**config.mk**
```make
export PLATFORM = sky130hd
export DESIGN_NAME = pdrh_scale
export DESIGN_NICKNAME = d
export VERILOG_FILES = /design/src/rtl/pdrh_pkg.sv /design/src/rtl/pdrh_scale.sv
export SDC_FILE = /design/constraint.sdc
export NUM_CORES = 1
export LEC_CHECK = 0
export BUFFER_PORTS_ARGS = -buffer_cell sky130_fd_sc_hd__buf_2
export CAP_MARGIN = 15
export CORE_MARGIN = 5
export CORE_UTILIZATION = 50
export DETAILED_ROUTE_END_ITERATION = 6
export PLACE_DENSITY = 0.68
export SLEW_MARGIN = 20
export SYNTH_ARGS = -nofsm -noshare
export SYNTH_HDL_FRONTEND = slang
export SYNTH_SLANG_ARGS = --single-unit
export TNS_END_PERCENT = 30
```
**constraint.sdc**
```tcl
create_clock -name vclk -period 12.7
set_input_delay 1.27 -clock vclk [all_inputs]
set_output_delay 1.27 -clock vclk [all_outputs]
set_load 0.05 [all_outputs]
```
**src/rtl/pdrh_pkg.sv**
```systemverilog
package pdrh_pkg;

	// Fixed field widths
	localparam int unsigned PIX_W = 16;
	localparam int unsigned P8_W  = 8;
	localparam int unsigned CNT_W = 21;
	localparam int unsigned DEP_W = 5;
	localparam int unsigned CFG_W = 21;
	localparam int unsigned CIX_W = 2;

	// Request kinds
	localparam logic REQ_PIXEL = 1'b0;
	localparam logic REQ_READ  = 1'b1;

	// Configuration register indexes
	localparam logic [CIX_W-1:0] CFG_BIT_DEPTH    = 2'd0;
	localparam logic [CIX_W-1:0] CFG_FRAME_PIXELS = 2'd1;
	localparam logic [CIX_W-1:0] CFG_INPUT_8BIT   = 2'd2;

	// Reset values of the configuration registers
	localparam logic [DEP_W-1:0] BIT_DEPTH_RST    = 5'd8;
	localparam logic [CNT_W-1:0] FRAME_PIXELS_RST = 21'd1048576;

	// Saturation value of a bin count
	localparam logic [CNT_W-1:0] CNT_MAX = {CNT_W{1'b1}};

	typedef struct packed {
		logic             req_type;
		logic [PIX_W-1:0] pixel_value;
		logic [7:0]       bin_index;
	} req_t;

	typedef struct packed {
		logic             reply_kind;
		logic [P8_W-1:0]  pixel_8bit;
		logic [CNT_W-1:0] bin_count;
		logic             frame_done;
		logic             histogram_ready;
	} rsp_t;

	// Per-transaction result of the frame/tag lookup
	typedef struct packed {
		logic hit;
		logic done;
		logic hist_ready;
	} frame_ctl_t;

endpackage

```
**src/rtl/pdrh_scale.sv**
```systemverilog
// Depth reduction of a raw sample and the histogram bin it falls into
module pdrh_scale #(
	parameter int unsigned BIN_COUNT = 256
) (
	input  logic [pdrh_pkg::PIX_W-1:0]  pixel_value,
	input  logic [pdrh_pkg::DEP_W-1:0]  depth,
	input  logic                        is_8bit,
	output logic [pdrh_pkg::P8_W-1:0]   pixel_8bit,
	output logic [$clog2(BIN_COUNT)-1:0] bin_idx
);

	localparam int unsigned IW = $clog2(BIN_COUNT);
	localparam logic [7:0] BinMax = 8'(BIN_COUNT - 1);

	logic [23:0] prod;
	logic [23:0] shifted;
	logic [7:0]  lim_depth;
	logic [7:0]  lim;
	logic [7:0]  idx8;

	// 255*v as (v << 8) - v, then divide by 2^depth
	assign prod    = {pixel_value, 8'd0} - {8'd0, pixel_value};
	assign shifted = prod >> depth;

	always_comb begin
		if (is_8bit) begin
			pixel_8bit = (|pixel_value[15:8]) ? 8'hFF : pixel_value[7:0];
		end else begin
			pixel_8bit = (|shifted[23:8]) ? 8'hFF : shifted[7:0];
		end
	end

	// Clamp to the last bin that exists at this depth
	always_comb begin
		lim_depth = (depth >= 5'd8) ? 8'hFF : 8'((9'd1 << depth) - 9'd1);
		lim       = (lim_depth > BinMax) ? BinMax : lim_depth;
		idx8      = (pixel_8bit > lim) ? lim : pixel_8bit;
		bin_idx   = idx8[IW-1:0];
	end

endmodule

```
# After elaboration in Yosys (flattened, before gate mapping)
# Cells that the tools add are included.
# word_totals
regBits	0
in_bits	22
out_inout_bits	16
word_cells	15
# op_classes
n_addsub	2
magnitude_cmp	3
shift	2
mux	6
reduce_logical	2
# op_table
cell	n
$mux W8	6
$shr A24 B5 Y24	1
$sub A24 B16 Y24	1
$reduce_or A16 Y1	1
$gt A8 B8 Y1	1
$gt A8 B8 Y1 const B	1
$reduce_or A8 Y1	1
$shl A1 B5 Y8 const A	1
$sub A8 B1 Y8 const B	1
$ge A5 B4 Y1 const B	1

# Depth between registers and ports, before layout
# depth
depth_word	7
mapped_depth	26
mapped_depth_nobuf	21

# Worst setup path before layout
# OpenSTA, ideal clock, no wires.
# synth_path
kind	input to output
from	input pixel_value[8] (netlist bit)
to	output bin_idx[4]
t_arrival_ps	7597
required_time_ps	11430
path_slack_ps	3833
cell_stages	23
n_path_buf	3
path_cell_list	clkbuf_1 -> inv_1 -> ha_1 -> clkbuf_1 -> nand2_1 -> nor4_1 -> nor2_1 -> o221a_2 -> and2_1 -> or3_1 -> mux2_2 -> o22ai_1 -> o21ai_0 -> a21oi_1 -> ha_1 -> a21o_1 -> a21o_1 -> a21oi_1 -> o21ai_0 -> o21ai_0 -> clkbuf_1 -> mux2_2 -> a31oi_1
# synth_between
elab_chain_cells	7
word_cells_on_any_way	9
cone_classes	1 x add/sub; 1 x order compare; 1 x shift; 4 x mux; 2 x reduce/logical
# synth_rtl
item	line_no	source
start: declaration	pdrh_scale.sv:5	input logic [pdrh_pkg::PIX_W-1:0] pixel_value,
$sub A24 B16 Y24	pdrh_scale.sv:22	assign prod = {pixel_value, 8'd0} - {8'd0, pixel_value};
$shr A24 B5 Y24	pdrh_scale.sv:23	assign shifted = prod >> depth;
$reduce_or A16 Y1	pdrh_scale.sv:29	pixel_8bit = (|shifted[23:8]) ? 8'hFF : shifted[7:0];
$mux W8	pdrh_scale.sv:29	
$mux W8 (*)	pdrh_scale.sv:26	if (is_8bit) begin
via pixel_8bit, one bit	pdrh_scale.sv:8	output logic [pdrh_pkg::P8_W-1:0] pixel_8bit,
$gt A8 B8 Y1 (*)	pdrh_scale.sv:37	idx8 = (pixel_8bit > lim) ? lim : pixel_8bit;
$mux W8 (*)	pdrh_scale.sv:37	
end: declaration	pdrh_scale.sv:9	output logic [$clog2(BIN_COUNT)-1:0] bin_idx
# Mark *: on every way through the listed nets, which the timed path passes. The rest lies on a longest branch.

# Worst setup path after layout
# layout_path
from	input pixel_value[7] (netlist bit)
to	output bin_idx[4]
# layout_between
elab_chain_cells	7
word_cells_on_any_way	8
cone_classes	1 x add/sub; 1 x order compare; 1 x shift; 4 x mux; 1 x reduce/logical
# layout_rtl
item	line_no
$sub A24 B16 Y24	pdrh_scale.sv:22
$shr A24 B5 Y24	pdrh_scale.sv:23
$reduce_or A16 Y1	pdrh_scale.sv:29
$mux W8	pdrh_scale.sv:29
$mux W8 (*)	pdrh_scale.sv:26
$gt A8 B8 Y1	pdrh_scale.sv:37
$mux W8 (*)	pdrh_scale.sv:37
# Mark *: on every way between the ends. The rest lies on a longest branch, timed or not.

==> impl_metrics.toml <==
[grt]
grt_max_degree = 40
use_met2_pct = 46.9
use_met1_pct = 43.6
grt_busiest_layer = "met2"
grt_pass1_wl_mm = 21.6
grt_usage_pct = 30.4
grtUsageMet3_pct = 6.60
grt.overflow.total = 0
first_global_vias = 4117
antenna_found_initial = 0

[pwr]
p_int_mw = 0.0611
p_comb_share_pct = 100.0
switchingPower_mw = 0.128
ir_drop_uv = 21.5
p_seq_share_pct = 0
power_frac_clock_pct = 0
power.density_mw_per_mm2 = 52.4
p_sw_share_pct = 67.7
p_leak_nw = 1.35

[sta]
period_minus_slack_ns = 9.12
clock.fmax_ghz = 0.110
hold_ws_ns = 3.19
drv_slew = 0
rsz0062_at_grt = "no"
setup_viol = 0
hold_viol_final = 0
finalSetupTns_ns = 0
worst_pin_slew_ns = 1.13
period_share_pct = 71.8
relSlewSlack_pct = 23.7
fin_ws_ns = 3.58

[synth]
ys_seq_area_share_pct = 0
synth-compound-area-share_pct = 43.5
synth_top_family_by_area = "compound AO/OA/AOI/OAI gates"
synth_nets = 582
syn-cell-area_mm2 = 0.00348
synth.area.mux_share_pct = 7.68
yosys.area_share.adder_pct = 6.46
postSynthCellCount = 542
synth-xor-area-share_pct = 2.76
synth.distinct_cells = 78
synth-simple-area-share_pct = 31.7
yosys_warnings = 0
avgSynthCellArea_um2 = 6.43

[detailed_routing]
viasPerCell = 7.30
wire_per_inst_um = 21.8
drcViolationCount = 0
routed_wl_mm = 13.7
num_vias = 4589
drtPass1Iterations = 5
drt_iter0_markers = 631
ant_nets = 0

[die]
ios = 38
die_x_um = 93.5
core-area_mm2 = 0.00679
die_area_mm2 = 0.00874
start_util_pct = 51.3
fp-row-count = 30
dieHeight_um = 93.5

[cts]
cts_setup_buffers = 0
cts_hold_buf = 0
cts_resized = 0

[hold_path]
hp-class = "in -> out"

[layout]
seq_cells = 0
regArea_um2 = 0
diodes = 0
drive_above_1_share_pct = 14.1
fill_cells = 723
syn2layout_area_growth_pct = 3.55
multi_input_area_mm2 = 0.00321
nets = 575
final_core_util_pct = 53.1
clockBufferCount = 0

[worst_setup_path]
slowest_delay_ns = 0.80
crit_chain = "buf_2, ha_1, nor4b_1, o2111ai_1, a2111oi_0, a31oi_1, a222oi_1, nand4_1, a211o_2, a21oi_4, a21oi_1, ha_1, a21o_1, a21o_1, a21oi_1, o21ai_0, o21ai_1, mux2_2, a31oi_1, buf_2"
crit_type = "in -> out"
cp_max_fo = 20
crit_family = "compound AO/OA/AOI/OAI gates"
cpMaxStageDelayCell = "nor4b_1"
critPathBufInv = 2
crit_arrival_ns = 7.85
worstPathRequired_ns = 11.43
startpoint_type = "input pin"
cp-end-kind = "output port"

[placement]
preCtsSetupSlack_ns = 3.60
place.gp.congestion = 1.01
dp_hpwl_mm = 10.7
io_buffers = 38

[outcome]
status = "completed"

[flow_run]
maxCapViolations = 0
[routing by layer]
metal | wire, um | part of all wire (%) | vias to the layer above
met5 | 0 | 0 | -
met4 | 299 | 2.2 | 0
met3 | 1570 | 11 | 33
met2 | 5900 | 43 | 303
met1 | 5950 | 43 | 2131
li1 | - | - | 2122
[logic make-up (layout without fill, tap and decap cells)]
kind of cell / Yosys count / count (layout)
multiplexers: 24 / 24
XOR/XNOR: 11 / 11
adder cells (fa/ha/maj): 18 / 18
AND/OR/NAND/NOR: 209 / 209
AO/OA/AOI/OAI: 211 / 211
buffers and inverters: 69 / 60
[path summary, 6_finish.rpt]
check      startpoint       endpoint  cells after the start
max    pixel_value[7]     bin_idx[4]                     20
min    pixel_value[5]  pixel_8bit[5]                      4
[placed cells by master, fill, tap and decap left out, types with 15 or more instances in the layout]
cell type / instances
buf_2: 38
nand2_1: 42
nor2_1: 49
ha_1: 18
o21ai_0: 35
a21oi_1: 40
inv_1: 18
nand4_1: 15
a31oi_1: 17
nor3_1: 17
[power groups by stage]
stage	Clock (mW)	Combinational, mW	Sequential [mW]
floorplan	0	0.139	0
global placement	0	0.181	0
detailed placement	0	0.182	0
CTS	0	0.183	0
global route	0	0.203	0
finish	0	0.189	0
[cell usage after synthesis, types with 4 or more instances]
library cell  instances  share of area, %
inv_1                18               1.9
o2111ai_1             9               2.3
a31o_2                4               1.0
a211oi_1              6               1.3
or3_1                 7               1.3
a41oi_1               4               1.0
or4_1                 5               1.1
and4_1                5               1.3
a2111oi_0             5               1.3
nand3_1              11               1.6
a311oi_1              6               1.5
nand2b_1              5              0.90
mux2_2               12               3.9
nor2b_1               4              0.72
ha_1                 18               6.5
a221o_1               4               1.1
and2_1               12               2.2
nor2_1               49               5.3
a2bb2oi_1             4               1.0
o21ai_0              36               5.2
a31oi_1              17               3.1
or2_2                 4              0.72
o22ai_1               5              0.90
buf_1                 4              0.43
xnor2_1               6               1.5
a21oi_1              40               5.7
nor4_1               12               2.2
nand4_1              15               2.7
o211a_1               5               1.4
clkbuf_1             41               4.4
nor3_1               17               2.4
mux2i_1              11               3.2
o211ai_1              7               1.5
a221oi_1              5               1.3
a21o_1               11               2.4
and3_1                5              0.90
xor2_1                5               1.3
a211o_1               4               1.0
nand2_1              42               4.5
[final cells by class]
class	instances	area share [%]
multi-input cells	473	88.9
repair buffers	40	5.69
well taps	96	3.33
inverters	20	2.08
[stage by stage]
stage / area, um^2 / total power [mW] / cells
after floorplan: 3480 / 0.139 / 542
after global placement: 3610 / 0.181 / 629
after detailed placement: 3610 / 0.182 / 629
after CTS: 3610 / 0.183 / 629
after global routing: 3610 / 0.203 / 629
final: 3610 / 0.189 / 629
(Power assumes the default switching activity.)
